### src/hw/rtl/dtfx_pkg.sv
// shared types and constants for the decimal text to fixed-point converter
package dtfx_pkg;

    localparam int INT_BITS_DEF        = 16;
    localparam int FRAC_BITS_DEF       = 16;
    localparam int MAX_FRAC_DIGITS_DEF = 6;

    localparam int FD_CNT_W = 4;

    localparam logic [7:0] CH_NUL   = 8'h00;
    localparam logic [7:0] CH_MINUS = 8'h2D;
    localparam logic [7:0] CH_POINT = 8'h2E;
    localparam logic [7:0] CH_ZERO  = 8'h30;
    localparam logic [7:0] CH_NINE  = 8'h39;

    typedef enum logic [1:0] {
        PH_SEEK = 2'd0,
        PH_INT  = 2'd1,
        PH_FRAC = 2'd2
    } t_phase;

    typedef enum logic [1:0] {
        ST_OK   = 2'd0,
        ST_NONE = 2'd1,
        ST_SAT  = 2'd2
    } t_status;

    typedef struct packed {
        logic valid;
        logic advance;
    } t_ctl;

endpackage

### src/hw/rtl/dtfx_core.sv
// parse state, digit accumulation and result register
module dtfx_core #(
    parameter int INT_BITS        = dtfx_pkg::INT_BITS_DEF,
    parameter int FRAC_BITS       = dtfx_pkg::FRAC_BITS_DEF,
    parameter int MAX_FRAC_DIGITS = dtfx_pkg::MAX_FRAC_DIGITS_DEF
) (
    input  logic                                i_clk,
    input  logic                                i_rst_n,
    input  dtfx_pkg::t_ctl                      i_ctl,
    input  logic [7:0]                          i_ch,
    output logic                                o_valid,
    output logic signed [INT_BITS+FRAC_BITS:0]  o_value,
    output logic [1:0]                          o_status,
    output logic                                o_line_end
);
    import dtfx_pkg::*;

    localparam int VW   = INT_BITS + FRAC_BITS + 1;
    localparam int FW   = FRAC_BITS + 2;
    localparam int IE   = INT_BITS + 4;
    localparam int MW   = INT_BITS + FRAC_BITS + 2;
    localparam int PW   = FW + 4;
    localparam int TIW  = (MAX_FRAC_DIGITS > 1) ? $clog2(MAX_FRAC_DIGITS) : 1;
    localparam int TD   = 2 ** TIW;
    localparam logic [VW-1:0] MAX_MAG = {1'b0, {(VW-1){1'b1}}};

    logic [FW-1:0] w_tab [TD];

    for (genvar gk = 0; gk < TD; gk++) begin : g_weight
        if (gk < MAX_FRAC_DIGITS) begin : g_used
            localparam longint unsigned P10 = 64'd10 ** (gk + 1);
            localparam longint unsigned WT  =
                (((64'd1 << (FRAC_BITS + 1)) / P10) + 64'd1) >> 1;
            assign w_tab[gk] = FW'(WT);
        end else begin : g_unused
            assign w_tab[gk] = '0;
        end
    end

    t_phase                r_phase, n_phase;
    logic                  r_neg, n_neg;
    logic [INT_BITS-1:0]   r_int, n_int;
    logic [FW-1:0]         r_frac, n_frac;
    logic [FD_CNT_W-1:0]   r_fseen, n_fseen;
    logic                  r_ovf, n_ovf;

    logic                  r_out_valid;
    logic [VW-1:0]         r_value;
    t_status               r_status;
    logic                  r_line_end;

    logic                  emit;
    logic [VW-1:0]         e_value;
    t_status               e_status;
    logic                  e_line_end;

    logic                  is_digit;
    logic [3:0]            dig;
    logic                  seeking;
    logic [IE-1:0]         int_next;
    logic [FW-1:0]         w_sel;
    logic [PW-1:0]         prod;
    logic [MW-1:0]         mag;
    logic                  sat;
    logic [VW-1:0]         mag_v;

    always_comb begin
        is_digit = i_ch inside {[CH_ZERO:CH_NINE]};
        dig      = is_digit ? 4'(i_ch - CH_ZERO) : 4'd0;
        seeking  = !(r_phase == PH_INT || r_phase == PH_FRAC);
        int_next = (IE'(r_int) << 3) + (IE'(r_int) << 1) + IE'(dig);
        w_sel    = w_tab[r_fseen[TIW-1:0]];
        prod     = PW'(dig) * PW'(w_sel);
        mag      = (MW'(r_int) << FRAC_BITS) + MW'(r_frac);
        sat      = r_ovf || (mag[MW-1:MW-2] != 2'b00);
        mag_v    = sat ? MAX_MAG : VW'(mag[MW-3:0]);
    end

    // next phase
    always_comb begin
        n_phase = r_phase;
        if (seeking) begin
            n_phase = is_digit ? PH_INT : PH_SEEK;
        end else if (is_digit) begin
            n_phase = r_phase;
        end else if (i_ch == CH_POINT) begin
            n_phase = PH_FRAC;
        end else begin
            n_phase = PH_SEEK;
        end
    end

    // datapath and result
    always_comb begin
        n_neg      = r_neg;
        n_int      = r_int;
        n_frac     = r_frac;
        n_fseen    = r_fseen;
        n_ovf      = r_ovf;
        emit       = 1'b0;
        e_value    = '0;
        e_status   = ST_OK;
        e_line_end = 1'b0;
        if (seeking) begin
            if (is_digit) begin
                n_int   = INT_BITS'(dig);
                n_frac  = '0;
                n_fseen = '0;
                n_ovf   = 1'b0;
            end else if (i_ch == CH_NUL) begin
                emit       = 1'b1;
                e_status   = ST_NONE;
                e_line_end = 1'b1;
                n_neg      = 1'b0;
            end else if (i_ch == CH_MINUS) begin
                n_neg = !r_neg;
            end
        end else if (is_digit) begin
            case (r_phase)
                PH_INT: begin
                    if (int_next[IE-1:INT_BITS] != '0) begin
                        n_int = '1;
                        n_ovf = 1'b1;
                    end else begin
                        n_int = int_next[INT_BITS-1:0];
                    end
                end
                default: begin
                    if (r_fseen < FD_CNT_W'(MAX_FRAC_DIGITS)) begin
                        n_fseen = r_fseen + 1'b1;
                        n_frac  = r_frac + prod[FW-1:0];
                    end
                end
            endcase
        end else if (i_ch != CH_POINT) begin
            emit       = 1'b1;
            e_value    = r_neg ? (~mag_v + 1'b1) : mag_v;
            e_status   = sat ? ST_SAT : ST_OK;
            e_line_end = (i_ch == CH_NUL);
            n_int      = '0;
            n_frac     = '0;
            n_fseen    = '0;
            n_ovf      = 1'b0;
            n_neg      = (i_ch == CH_MINUS);
        end
    end

    always_ff @(posedge i_clk) begin
        if (!i_rst_n) begin
            r_phase     <= PH_SEEK;
            r_neg       <= 1'b0;
            r_int       <= '0;
            r_frac      <= '0;
            r_fseen     <= '0;
            r_ovf       <= 1'b0;
            r_out_valid <= 1'b0;
        end else if (i_ctl.advance) begin
            r_out_valid <= i_ctl.valid && emit;
            if (i_ctl.valid) begin
                r_phase <= n_phase;
                r_neg   <= n_neg;
                r_int   <= n_int;
                r_frac  <= n_frac;
                r_fseen <= n_fseen;
                r_ovf   <= n_ovf;
            end
        end
    end

    always_ff @(posedge i_clk) begin
        if (i_ctl.advance && i_ctl.valid && emit) begin
            r_value    <= e_value;
            r_status   <= e_status;
            r_line_end <= e_line_end;
        end
    end

    assign o_valid    = r_out_valid;
    assign o_value    = r_value;
    assign o_status   = r_status;
    assign o_line_end = r_line_end;

    a_fseen_limit: assert property (@(posedge i_clk) disable iff (!i_rst_n)
        r_fseen <= FD_CNT_W'(MAX_FRAC_DIGITS))
        else $error("fraction digit count past limit");

    a_seek_clear: assert property (@(posedge i_clk) disable iff (!i_rst_n)
        (r_phase == PH_SEEK) |-> (r_int == '0 && r_frac == '0 && !r_ovf && r_fseen == '0))
        else $error("number state not cleared while seeking");

    a_ovf_sat: assert property (@(posedge i_clk) disable iff (!i_rst_n)
        r_ovf |-> (r_int == '1))
        else $error("overflow without saturated integer part");

    a_sat_value: assert property (@(posedge i_clk) disable iff (!i_rst_n)
        (r_out_valid && r_status == ST_SAT) |->
            (r_value == MAX_MAG || r_value == (~MAX_MAG + 1'b1)))
        else $error("saturated word without extreme value");

    a_none_value: assert property (@(posedge i_clk) disable iff (!i_rst_n)
        (r_out_valid && r_status == ST_NONE) |-> (r_value == '0 && r_line_end))
        else $error("no-number word malformed");

endmodule

### src/hw/rtl/decimal_text_to_fixed_point.sv
// top level: input register, handshake and parse core
// an accepted character word is held in the input register; any result word it ends is registered in the core
// throughput: one character word per cycle while the result word is not stalled, set by the single-pass parse step
// a stalled result word holds the pipe; the input register still fills when empty
// reset: synchronous active low; clears pipe valids, phase, sign and accumulators
module decimal_text_to_fixed_point #(
    parameter int INT_BITS        = dtfx_pkg::INT_BITS_DEF,
    parameter int FRAC_BITS       = dtfx_pkg::FRAC_BITS_DEF,
    parameter int MAX_FRAC_DIGITS = dtfx_pkg::MAX_FRAC_DIGITS_DEF
) (
    input  logic                                i_clk,
    input  logic                                i_rst_n,
    input  logic                                i_valid,
    output logic                                o_ready,
    input  logic [7:0]                          i_ch,
    output logic                                o_valid,
    input  logic                                i_ready,
    output logic signed [INT_BITS+FRAC_BITS:0]  o_value,
    output logic [1:0]                          o_status,
    output logic                                o_line_end
);
    import dtfx_pkg::*;

    logic       r_in_valid;
    logic [7:0] r_ch;
    logic       advance;
    t_ctl       ctl;

    assign advance = !o_valid || i_ready;
    assign o_ready = !r_in_valid || advance;

    always_ff @(posedge i_clk) begin
        if (!i_rst_n) begin
            r_in_valid <= 1'b0;
        end else if (o_ready) begin
            r_in_valid <= i_valid;
        end
    end

    always_ff @(posedge i_clk) begin
        if (o_ready && i_valid) begin
            r_ch <= i_ch;
        end
    end

    assign ctl.valid   = r_in_valid;
    assign ctl.advance = advance;

    dtfx_core #(
        .INT_BITS        (INT_BITS),
        .FRAC_BITS       (FRAC_BITS),
        .MAX_FRAC_DIGITS (MAX_FRAC_DIGITS)
    ) u_core (
        .i_clk      (i_clk),
        .i_rst_n    (i_rst_n),
        .i_ctl      (ctl),
        .i_ch       (r_ch),
        .o_valid    (o_valid),
        .o_value    (o_value),
        .o_status   (o_status),
        .o_line_end (o_line_end)
    );

endmodule
### config.mk
export PLATFORM = sky130hd
export DESIGN_NAME = decimal_text_to_fixed_point
export DESIGN_NICKNAME = d
export VERILOG_FILES = /design/src/hw/rtl/dtfx_pkg.sv /design/src/hw/rtl/dtfx_core.sv /design/src/hw/rtl/decimal_text_to_fixed_point.sv
export SDC_FILE = /design/constraint.sdc
export NUM_CORES = 1
export LEC_CHECK = 0
export BUFFER_PORTS_ARGS = -buffer_cell sky130_fd_sc_hd__buf_2
export CAP_MARGIN = 5
export CORE_ASPECT_RATIO = 1.75
export CORE_MARGIN = 2
export CORE_UTILIZATION = 35
export CTS_CLUSTER_SIZE = 24
export DETAILED_ROUTE_END_ITERATION = 8
export MAX_ROUTING_LAYER = met4
export PLACE_DENSITY = 0.49
export SLEW_MARGIN = 20
export SYNTH_ARGS = -nofsm -noshare
export SYNTH_HDL_FRONTEND = slang
export SYNTH_HIERARCHICAL = 1
export SYNTH_SLANG_ARGS = --single-unit
### constraint.sdc
create_clock -name i_clk -period 4.6 [get_ports i_clk]
set_input_delay 1.38 -clock i_clk [delete_from_list [all_inputs] [get_ports i_clk]]
set_output_delay 1.38 -clock i_clk [all_outputs]
set_load 0.01 [all_outputs]
; Word-level counts from Yosys, hierarchy flattened
; Memory sizes are Yosys's and may differ from the RTL's.
; Index checks and enable logic that the tools add are counted.
[totals]
regBits = 88
mem_bits_ro = 144
in_bits = 12
out_inout_bits = 38
wordCells = 118
mem_count = 1
[classes]
add_sub_neg = 7
multipliers = 1
magnitude_cmp = 4
eq_ne = 11
muxes = 53
bitwise = 5
n_reduce_logical = 24
[memory_table]
columns = memory, depth, width, read_ports, rd_clocked_by_memory_dff, write_ports, line_no
row1 = (no name shown), 8, 18, 1, 0, 0, dtfx_core.sv:72  ; w_sel = w_tab[r_fseen[TIW-1:0]];
[op_table]
columns = op, n
row1 = 2-to-1 mux 18 bit, 8
row2 = 2-to-1 mux 16 bit, 6
row3 = adder 32 x 18 -> 33 bit, 1
row4 = "adder 33 x 1 -> 33 bit, second input constant", 1
row5 = 2-to-1 mux 33 bit, 1
row6 = NOT 33 bit, 1
row7 = 2-to-1 mux 32 bit, 1
row8 = 2-to-1 mux 4 bit, 7
row9 = 2-to-1 mux 1 bit, 22
row10 = adder 19 x 17 -> 20 bit, 1
row11 = adder 20 x 4 -> 20 bit, 1
row12 = adder 18 bit, 1
row13 = multiplier 4 x 18 -> 18 bit, 1
row14 = "equality test 8 x 6 -> 1 bit, second input constant", 2
row15 = 2-to-1 mux 2 bit, 8
row16 = "inequality test 3 bit, second input constant", 4
row17 = AND reduction 6 bit, 2
row18 = AND reduction 5 bit, 2
row19 = "greater-or-equal comparator 8 x 6 -> 1 bit, second input constant", 1
row20 = "<= comparator 8 x 6 -> 1 bit, second input constant", 1
row21 = logical NOT 8 bit, 1
row22 = "inequality test 8 x 6 -> 1 bit, second input constant", 1
row23 = nonzero test 2 bit, 3
row24 = logical AND 1 bit, 5
row25 = 15 further kinds, 23

; Logic depth before layout (Yosys ltp)
; Gate-level depths: netlist of the first run.
[depth]
word_depth = 10
depth_mapped = 20
depth_no_buf = 19

; Cells and area by module
; The synthesis of the first run kept the hierarchy.
[modules_own_cells]
columns = module, instances, cells_per_inst, area_each_um2, seq_area_each_um2
row1 = dtfx_core, 1, 898, 7592.3, 1941.9
row2 = decimal_text_to_fixed_point, 1, 14, 310.3, 260.2

; Worst setup path before layout of the first run
; Ideal clock, no wire load.
[synth_path]
kind = reg2reg
start = register r_ch[1]
end = register u_core.r_frac[13]
setup_time_ns = 0.122
arrival_time_ns = 4.946
required_ns = 4.478
slack_ns = -0.468
path_stages_with_launch = 19
n_path_buf = 1
period_less_slack_ns = 5.068
path_cell_list = edfxtp_1 o21ai_0 and4_1 clkbuf_1 nand2_1 nor2_1 nand2_1 fa_1 fa_1 fa_1 inv_1 ha_1 a21oi_1 o21ai_1 a2111oi_0 or3_1 a21boi_0 o2111a_1 a311o_1
[synth_between]
elab_chain_len = 9
word_cells_on_any_way = 17
cone_classes = add/sub: 2 / mul: 1 / order compare: 2 / eq/ne: 3 / mux: 5 / reduce/logical: 4
[synth_lines]
columns = item, line_no
row1 = start: declaration, decimal_text_to_fixed_point.sv:25  ; logic [7:0] r_ch;
row2 = start signal: assignment, decimal_text_to_fixed_point.sv:42  ; r_ch <= i_ch;
row3 = greater-or-equal comparator 8 x 6 -> 1 bit / <= comparator 8 x 6 -> 1 bit (equally long branches), dtfx_core.sv:68  ; is_digit = i_ch inside {[CH_ZERO:CH_NINE]};
row4 = logical AND 1 bit, dtfx_core.sv:68
row5 = 2-to-1 mux 4 bit, dtfx_core.sv:69  ; dig = is_digit ? 4'(i_ch - CH_ZERO) : 4'd0;
row6 = multiplier 4 x 18 -> 18 bit, dtfx_core.sv:73  ; prod = PW'(dig) * PW'(w_sel);
row7 = adder 18 bit, dtfx_core.sv:131  ; n_frac = r_frac + prod[FW-1:0];
row8 = 2-to-1 mux 18 bit, dtfx_core.sv:129  ; if (r_fseen < FD_CNT_W'(MAX_FRAC_DIGITS)) begin
row9 = 2-to-1 mux 18 bit, dtfx_core.sv:119  ; case (r_phase)
row10 = 2-to-1 mux 18 bit, dtfx_core.sv:118  ; end else if (is_digit) begin
row11 = 2-to-1 mux 18 bit, dtfx_core.sv:104  ; if (seeking) begin
row12 = end signal: assignment, dtfx_core.sv:163  ; r_frac <= n_frac;
row13 = end: declaration, dtfx_core.sv:43  ; logic [FW-1:0] r_frac, n_frac;
; Parallel ways exist; a longest one is shown, timed or not. The select of a mux whose other input is x is not followed.
; A chain may end at the register's enable or synchronous reset.

; Worst setup path after layout of the first run
; Ends and elaborated chain as after synthesis.

==> results of run 1 <==
==> power breakdown <==
group | switching [mW] | internal, mW | total [mW]
clock | 0.358 | 0.372 | 0.730
sequential | 0.00724 | 0.830 | 0.838
combinational | 0.0735 | 0.0460 | 0.120
==> logic make-up (layout without fill, tap and decap cells) <==
| kind of cell | after synthesis | count (layout) |
|---|---|---|
| and+or+nand+nor | 312 | 312 |
| AOI/OAI and AO/OA | 228 | 228 |
| buffers and inverters | 135 | 219 |
| adders and majority gates | 104 | 104 |
| DFF | 88 | 88 |
| xor gates and xnor gates | 34 | 34 |
| muxes | 11 | 11 |
==> layout make-up <==
| cell class | instances | area, um2 | area share |
|---|---|---|---|
| clock buffers | 9 | 225 | 0.0242 |
| clock inverters | 7 | 53.8 | 0.00579 |
| inverters | 96 | 365 | 0.0393 |
| multi-input cells | 689 | 5400 | 0.580 |
| flip-flops and latches | 88 | 2200 | 0.237 |
| well taps | 296 | 370 | 0.0398 |
| repair buffers | 107 | 684 | 0.0736 |
==> sequential cells by signal, summed over array words and instances, names as in the netlist <==
register	count
u_core/r_phase	2
u_core/o_status	2
u_core/r_neg	1
u_core/o_valid	1
u_core/o_line_end	1
u_core/r_ovf	1
u_core/r_fseen	4
u_core/o_value	33
u_core/r_frac	18
u_core/r_int	16
r_ch	8
r_in_valid	1
==> layer usage <==
| metal | share of wire | wire length [um] |
|---|---|---|
| met4 | 0.054 | 1240 |
| met3 | 0.018 | 416 |
| met2 | 0.58 | 13200 |
| met5 | 0 | 0 |
| met1 | 0.35 | 8110 |
==> worst paths after layout <==
| path | slack, ps | startpoint | to |
|---|---|---|---|
| max | -70 | r_ch[1] | u_core/r_frac[13] |
| min | 480 | u_core/r_fseen[3] | u_core/r_fseen[3] |
| max reg2reg | -70 | r_ch[1] | u_core/r_frac[13] |
| min reg2reg | 480 | u_core/r_fseen[3] | u_core/r_fseen[3] |
==> synth_stat cells, drive strengths merged (27+ instances only) <==
master / n / share of area
nor2: 78 / 0.037
nand3: 30 / 0.021
dfxtp: 44 / 0.11
nand2: 59 / 0.028
a21oi: 43 / 0.027
edfxtp: 44 / 0.17
inv: 96 / 0.046
nor3: 31 / 0.020
ha: 73 / 0.12
o21ai: 61 / 0.039
fa: 31 / 0.079
clkbuf: 27 / 0.013
==> per-stage QoR <==
stage,setup TNS (ps),hold slack [ps]
finish,-116,484
global route,-548,512
CTS,-5.55,495
detailed placement,-473,473
global placement,-315,475
floorplan,-5.84,431
==> what timing repair did <==
item / CTS / global route
pin swaps: 2 / 32
resized for setup: 2 / 25
hold buffers: 0 / 0
setup endpoints to repair: 6 / 9
hold endpoints to repair: 0 / 0
buffers inserted: 0 / 12
==> metrics.txt, run 1 <==
outcome complete, but fails checks; failing checks setup timing; Worst Skew 10.0 ps; largest net degree at the start of global routing 45; Layout Cells excl Fill 1292; Post-Route WL 23.0 mm; post-synthesis simple-gate area fraction 0.209; Final Cycle Share 1.01; FP Rows between 70 and 80; critical path, cell by cell o21ai_1 -> and4_4 -> nand2_4 -> nor2_4 -> nand2_2 -> fa_1 -> fa_1 -> fa_1 -> inv_2 -> ha_4 -> a21oi_4 -> o21ai_4 -> a2111oi_4 -> or3_4 -> buf_4 -> a21boi_2 -> o2111a_1 -> a311o_1; clock slew at reported path FFs 70 ps; DIE AREA 23800 um2; Slew Limit Fails 0; commonest non-fill, non-tap cells in the layout inv_1 (91), nor2_1 (71), ha_1 (69); Sink Count 88; most used cell, CP fa_1; syn nets 1028; Filler cells about 2.3k; Seq/Total Area, Yosys 0.279; worst setup margin -68.4 ps; Final setup viols 2; slowest CP cell fa_1; antenna violations before repair 0; Max Cap Viol 0; met2 GRT Util 0.394; worst reg-to-reg path cell count 18; Static Leak around 3.9 nW; area grow syn2layout 17.7%; ys flop type edfxtp_1; GRT Overall Usage 0.201; DIE WIDTH 118 um; Worst Path Buf+Inv 2; Worst-Skew Late Latency 370 ps; number of I/O port buffers 49; RePlAce Congestion ~0.84; actual slew at the worst max-slew pin 993 ps; largest family of logic cells by synthesized area simple AND/OR/NAND/NOR gates; drt wl/cell around 18 um; Peak VDD IR 0.000187 V; CP arrival slightly below 5000 ps; antenna cells 0; xor-xnor portion of the synthesized cell area 0.0377; GR Layer Usage met3 0.0258; fin area between 9000 and 10000 um2; fin crit period 4670 ps; crit path max fanout 5; vias per cell ~5.3; critical path depth in cells 18; first-pass GRT wire length 36.4 mm; Root Driver clkbuf_16; Hold Vio Cnt, Final 0; Die H 203 um; antenna-violating nets left 0; pre-CTS setup slack -158 ps; crit path launch type flip-flop; Crit. End Element flip-flop; grt ovf 0; number of remaining DRC errors 0; 1st-pass router iterations 4; CTS Buf Count 9; H-tree Lvls 3; Total Power ~1.7 mW; Core Util, Final 0.420; fraction of layout cells with a size suffix above 1 0.179; Post-Syn Instances 912; Ys Warns 6; fmax 0.214 GHz; Adder-Cell Fraction of Synth Area 0.194; RSZ-0062 raised after global routing yes; critical path type reg -> reg; CTS Buffer Depth 2; io pins 50; Crit path max-delay family adder cells; hold path depth 1; routed vias 6861; placed inst area a little under 9000 um2; Synth Area in Compound Gates 0.198; post-synthesis mux area share 0.0142; most common cell after layout, fill and taps aside inv_1; First DRT Iteration DRCs about 260; Worst slew margin 0.338; #FFs+latches synth 88; EDFF count, synth 44; Yosys cell types 74; global routing's busiest layer met2; ys async rst share 0; syn_area_per_cell 8.67 um2; PD cells roughly 180 nW/um2; core area 22200 um2; Post-Syn Area 7900 um2; Max stage delay on crit path 560 ps; hpwl dp between 15 and 20 mm; DP Cell Count approximately 1.3k; starting density of the core 0.357; CTS tree yes; HP Class reg -> reg; Nets 1107; vias in the first global route roughly 7k; CP required 4850 ps; met1 GRT Util 0.187
Note: power is estimated with default switching activity, not from simulation.
==> run 2: changes to the inputs <==
--- a/config.mk
+++ b/config.mk
@@ -7,12 +7,12 @@
 export LEC_CHECK = 0
 export BUFFER_PORTS_ARGS = -buffer_cell sky130_fd_sc_hd__buf_2
-export CAP_MARGIN = 5
+export CAP_MARGIN = 20
 export CORE_ASPECT_RATIO = 1.75
 export CORE_MARGIN = 2
-export CORE_UTILIZATION = 35
+export CORE_UTILIZATION = 50
 export CTS_CLUSTER_SIZE = 24
 export DETAILED_ROUTE_END_ITERATION = 8
 export MAX_ROUTING_LAYER = met4
-export PLACE_DENSITY = 0.49
+export PLACE_DENSITY = 0.66
 export SLEW_MARGIN = 20
 export SYNTH_ARGS = -nofsm -noshare
==> constraint.sdc (replaced) <==
create_clock -name i_clk -period 4.6 [get_ports i_clk]
set_input_delay 0.46 -clock i_clk [delete_from_list [all_inputs] [get_ports i_clk]]
set_output_delay 0.46 -clock i_clk [all_outputs]
set_load 0.01 [all_outputs]
==> metrics.txt, run 2 (synthesis results as in run 1) <==
outcome finished, final reports clean; met2 GRT Util 0.501 (+0.107); pre-CTS setup slack -207 ps (-48.7 ps); Post-Route WL 20.6 mm (-10%); Hold Vio Cnt, Final 0 (unchanged); clock slew at reported path FFs 70 ps (about the same); GR Layer Usage met3 0.0271 (+0.00126); DIE WIDTH 99.0 um (-16%); Sink Count 88 (unchanged); crit path max fanout 4 (-1); largest net degree at the start of global routing 46 (+2.2%); fmax 0.219 GHz (+2.3%); drt wl/cell 17.7 um (-0.34%); H-tree Lvls 3 (unchanged); antenna-violating nets left 0 (unchanged); grt ovf 0 (unchanged); slowest CP cell fa_1; crit path launch type flip-flop; core area 15400 um2 (-31%); hpwl dp 16.3 mm (-11%); PD cells 189 nW/um2 (+4.2%); Final Cycle Share 0.992 (-0.0224); first-pass GRT wire length 32.9 mm (-9.6%); CTS tree yes; vias in the first global route 6664 (-5.0%); HP Class in -> reg; RePlAce Congestion 0.944 (+12%); worst hold margin 290 ps (-194 ps); fraction of layout cells with a size suffix above 1 0.168 (-0.0112); fin crit period 4570 ps (-103 ps); CP arrival 4840 ps (-80 ps); antenna violations before repair 0 (unchanged); worst setup margin 34.7 ps (+103 ps); Worst-Skew Late Latency 340 ps (-30 ps); actual slew at the worst max-slew pin 856 ps (-137 ps); vias per cell 5.85 (+10%); placed inst area 8610 um2 (-2.6%); First DRT Iteration DRCs 276 (+8.2%); most used cell, CP fa_1; fin area 9050 um2 (-2.6%); antenna cells 0 (unchanged); RSZ-0062 raised after global routing yes; # hold bufs at CTS 0 (unchanged); max reg flops 33 (unchanged); Nets 1090 (-1.5%); met1 GRT Util 0.240 (+0.0535); most common cell after layout, fill and taps aside inv_1; Final setup viols 0 (-2); area grow syn2layout 14.6%; CTS Buf Count 9 (unchanged); 1st-pass router iterations 5 (+1); io pins 50 (unchanged); FP Rows 60 (-17%); Peak VDD IR 0.000120 V (-36%); number of I/O port buffers 49 (unchanged); routed vias 6816 (-0.66%); global routing's busiest layer met2; CTS Buffer Depth 2 (unchanged); DIE AREA 16900 um2 (-29%); Static Leak 3.80 nW (-2.3%); Worst slew margin 0.428 (+0.0904); Die H 170 um (-16%); starting density of the core 0.513 (+0.157); critical path, cell by cell o21ai_1 -> and4_4 -> nand2_4 -> nor2_4 -> inv_4 -> fa_1 -> fa_1 -> fa_1 -> inv_2 -> ha_4 -> a21oi_4 -> o21ai_4 -> a2111oi_4 -> or3_4 -> o2111a_1 -> or4_1 -> o211ai_1; Root Driver clkbuf_16; Max Cap Viol 0 (unchanged); number of remaining DRC errors 0 (unchanged); CP required 4870 ps (+20 ps); commonest non-fill, non-tap cells in the layout inv_1 (90), nor2_1 (71), ha_1 (67); critical path type reg -> reg; Worst Skew 10.7 ps (+0.643 ps); Max stage delay on crit path 530 ps (-30 ps); GRT Overall Usage 0.252 (+0.0514); Crit. End Element flip-flop; Slew Limit Fails 0 (unchanged)
-- run 2: cell count changes in the layout (fill, tap and decap cells not counted), sizes merged --
cell / previous run / this run
buf: 107 / 89
bufinv: 0 / 1
clkbuf: 9 / 10
clkinvlp: 1 / 0
-- run 2: report_power, final --
part	internal (mW)	leakage (nW)	total, mW	switching, mW
sequential	0.830	0.715	0.837	0.00688
clock	0.427	0.150	0.760	0.332
combinational	0.0442	2.94	0.115	0.0707
-- run 2: metal layers --
metal / routed length [um] / up-vias / share of wire
met5: 0 / - / 0
met4: 801 / 0 / 0.039
met3: 429 / 39 / 0.021
met2: 12100 / 105 / 0.58
met1: 7340 / 3274 / 0.36
li1: - / 3398 / -
-- run 2: stage by stage --
stage | total power, mW | util | TNS, ps | std cells
2_1_floorplan | 0.931 | - | -5.84 | 912
3_3_place_gp | 0.966 | 0.559 | -73.4 | 1143
3_5_place_dp | 0.967 | 0.559 | -708 | 1143
4_1_cts | 1.73 | 0.580 | 0 | 1161
5_1_grt | 1.77 | 0.588 | -263 | 1165
6_report | 1.71 | 0.588 | 0 | 1165
-- run 2: final cells by class --
| type | instances | area, um2 |
|---|---|---|
| Clock buffer | 9 | 225 |
| Clock inverter | 7 | 76.3 |
| Fill cell | 1375 | 6330 |
| Inverter | 96 | 363 |
| Multi-Input combinational cell | 689 | 5410 |
| Sequential cell | 88 | 2200 |
| Tap cell | 186 | 233 |
| Timing Repair Buffer | 90 | 551 |
-- run 2: worst paths after layout --
check	start	end	slack, ps	cells after the start
setup / recovery	r_ch[2]	u_core/r_frac[17]	30	17
hold / removal	i_ch[0]	r_ch[0]	290	1
setup reg to reg	r_ch[2]	u_core/r_frac[17]	30	17
hold reg to reg	u_core/r_fseen[3]	u_core/r_fseen[3]	480	1
-- run 2: what timing repair did --
action | CTS | global route
buffers inserted | 2 | 3
gates cloned | 0 | 0
setup endpoints to repair | 7 | 7
pin swaps | 10 | 20
resized for setup | 4 | 24
-- run 2: worst max-delay path: cells and delay by family (launching register included) --
| family | cells | cell delay, ps |
|---|---|---|
| compound gates | 6 | 860 |
| fa+ha+maj | 4 | 1760 |
| buf+inv | 2 | 110 |
| flops | 1 | 390 |
| simple gates | 5 | 1370 |
==> run 3: changes to the inputs <==
--- a/config.mk
+++ b/config.mk
@@ -7,5 +7,4 @@
 export LEC_CHECK = 0
 export BUFFER_PORTS_ARGS = -buffer_cell sky130_fd_sc_hd__buf_2
-export CAP_MARGIN = 20
 export CORE_ASPECT_RATIO = 1.75
 export CORE_MARGIN = 2
==> constraint.sdc (replaced) <==
create_clock -name i_clk -period 4.6 [get_ports i_clk]
set_input_delay 0.46 -clock i_clk [delete_from_list [all_inputs] [get_ports i_clk]]
set_output_delay 0.46 -clock i_clk [all_outputs]
set_load 0.005 [all_outputs]
==> metrics.txt, run 3 (synthesis results as in run 1) <==
max reg flops 33 (unchanged); NetSw 410 uW (about the same); antenna violations before repair 0 (unchanged); part of the power in the clock network 0.445 (about the same); H-tree Lvls 3 (unchanged); FP Rows 60 (unchanged); Hold Vio Cnt, Final 0 (unchanged); vias in the first global route 6664 (unchanged); CP required 4870 ps (about the same); starting density of the core 0.513 (unchanged); most used cell, CP fa_1; Post-Route WL 20.7 mm (about the same); largest net degree at the start of global routing 46 (unchanged); GRT Overall Usage 0.252 (unchanged); hpwl dp 16.3 mm (unchanged); commonest non-fill, non-tap cells in the layout inv_1 (90), nor2_1 (71), ha_1 (67); Crit. End Element flip-flop; RSZ-0062 raised after global routing yes; antenna-violating nets left 0 (unchanged); drt wl/cell 17.7 um (+0.14%); First DRT Iteration DRCs 275 (-0.36%); grt ovf 0 (unchanged); critical path, cell by cell o21ai_1 -> and4_4 -> nand2_4 -> nor2_4 -> inv_4 -> fa_1 -> fa_1 -> fa_1 -> inv_2 -> ha_4 -> a21oi_4 -> o21ai_4 -> a2111oi_4 -> or3_4 -> o2111a_1 -> or4_1 -> o211ai_1; internal power 1.30 mW (about the same); Root Driver clkbuf_16; number of remaining DRC errors 0 (unchanged); DP Cell Count 1143 (unchanged); Layout Cells excl Fill 1164 (-0.086%); pre-CTS setup slack -207 ps (unchanged); slowest CP cell fa_1; clock slew at reported path FFs 70 ps (about the same); fin crit period 4560 ps (-0.697 ps); Worst slew margin 0.259 (-0.169); switch share 0.239 (about the same); multi-input logic area 5410 um2 (unchanged); critical path type reg -> reg; Peak VDD IR 0.000121 V (+0.65%); Worst-Skew Late Latency 340 ps (about the same); Worst Skew 10.7 ps (+0.0121 ps); core area 15400 um2 (unchanged); first-pass GRT wire length 32.9 mm (unchanged); actual slew at the worst max-slew pin 1100 ps (+247 ps); number of I/O port buffers 49 (unchanged); most common cell after layout, fill and taps aside inv_1; CTS tree yes; Flop pwr share 0.489 (about the same); routed vias 6810 (-0.088%); HP Class in -> reg; crit path launch type flip-flop; CTS Buffer Depth 2 (unchanged); Static Leak 3.80 nW (-0.12%); worst setup margin 35.4 ps (+0.697 ps); io pins 50 (unchanged); part of the power in combinational logic 0.066 (about the same); crit path max fanout 4 (unchanged); fmax 0.219 GHz (about the same); CP arrival 4840 ps (about the same); Slew Limit Fails 0 (unchanged); RePlAce Congestion 0.944 (unchanged); worst hold margin 290 ps (-0.168 ps); Max Cap Viol 0 (unchanged); outcome finished, final reports clean; Core Util, Final 0.588 (about the same); DIE AREA 16900 um2 (unchanged); PD cells 189 nW/um2 (about the same); CTS Buf Count 9 (unchanged); Reg area 2200 um2 (unchanged); DIE WIDTH 99.0 um (unchanged); Filler cells 1375 (unchanged); Nets 1089 (-0.092%); vias per cell 5.85 (about the same); 1st-pass router iterations 7 (+2); Die H 170 um (unchanged); area grow syn2layout 14.5% (about the same); Final setup viols 0 (unchanged); # hold bufs at CTS 0 (unchanged); Final Cycle Share 0.992 (about the same); fraction of layout cells with a size suffix above 1 0.167 (-0.000851); antenna cells 0 (unchanged); Sink Count 88 (unchanged); Max stage delay on crit path 530 ps (about the same)
[run 3: changes by cell type in the layout (fill, tap and decap cells not counted)]
cell / delta
clkbuf_2: -1
[run 3: per-stage QoR]
stage                     instance area, um2  power (mW)  setup TNS [ps]
after detailed placement                8610       0.965            -708
final                                   9050        1.71               0
after global routing                    9050        1.77            -263
after CTS                               8930        1.73               0
after global placement                  8610       0.963           -73.4
after floorplan                         8050       0.928           -5.84
[run 3: path summary, 6_finish.rpt]
kind / start / end / slack (ps) / cells past startpoint
setup / recovery: r_ch[2] / u_core/r_frac[17] / 40 / 17
hold / removal: i_ch[0] / r_ch[0] / 290 / 1
setup reg to reg: r_ch[2] / u_core/r_frac[17] / 40 / 17
hold reg to reg: u_core/r_fseen[3] / u_core/r_fseen[3] / 480 / 1
[run 3: cell type report]
type                            instances  share of cell area
Clock buffer                            9              0.0249
Clock inverter                          7             0.00843
Inverter                               96              0.0401
Multi-Input combinational cell        689               0.597
Sequential cell                        88               0.243
Tap cell                              186              0.0257
Timing Repair Buffer                   89              0.0603
[run 3: per-layer routing]
metal	vias up	track usage	routed length (um)
met3	39	0.0271	382
met1	3272	0.240	7390
met5	-	-	0
met4	0	0.104	810
met2	103	0.501	12100
li1	3396	-	-
[run 3: timing repair]
item	CTS	global route
setup endpoints to repair	7	7
buffers inserted	2	3
pin swaps	10	20
resized for setup	4	24
hold endpoints to repair	0	0
cloned	0	0
[run 3: worst max-delay path: cells and delay by family (launching register included)]
family                   cells  cell delay [ps]
buffers and inverters        2              110
AND/OR/NAND/NOR              5             1370
AO/OA/AOI/OAI                6              860
adder cells (fa/ha/maj)      4             1760
flip-flops                   1              390
[run 3: power by group through the flow]
stage | Sequential, mW | Clock (mW) | Combinational (mW)
2_1_floorplan | 0.856 | 0 | 0.0723
3_3_place_gp | 0.855 | 0 | 0.108
3_5_place_dp | 0.855 | 0 | 0.110
4_1_cts | 0.837 | 0.779 | 0.111
5_1_grt | 0.838 | 0.804 | 0.124
6_report | 0.837 | 0.762 | 0.113
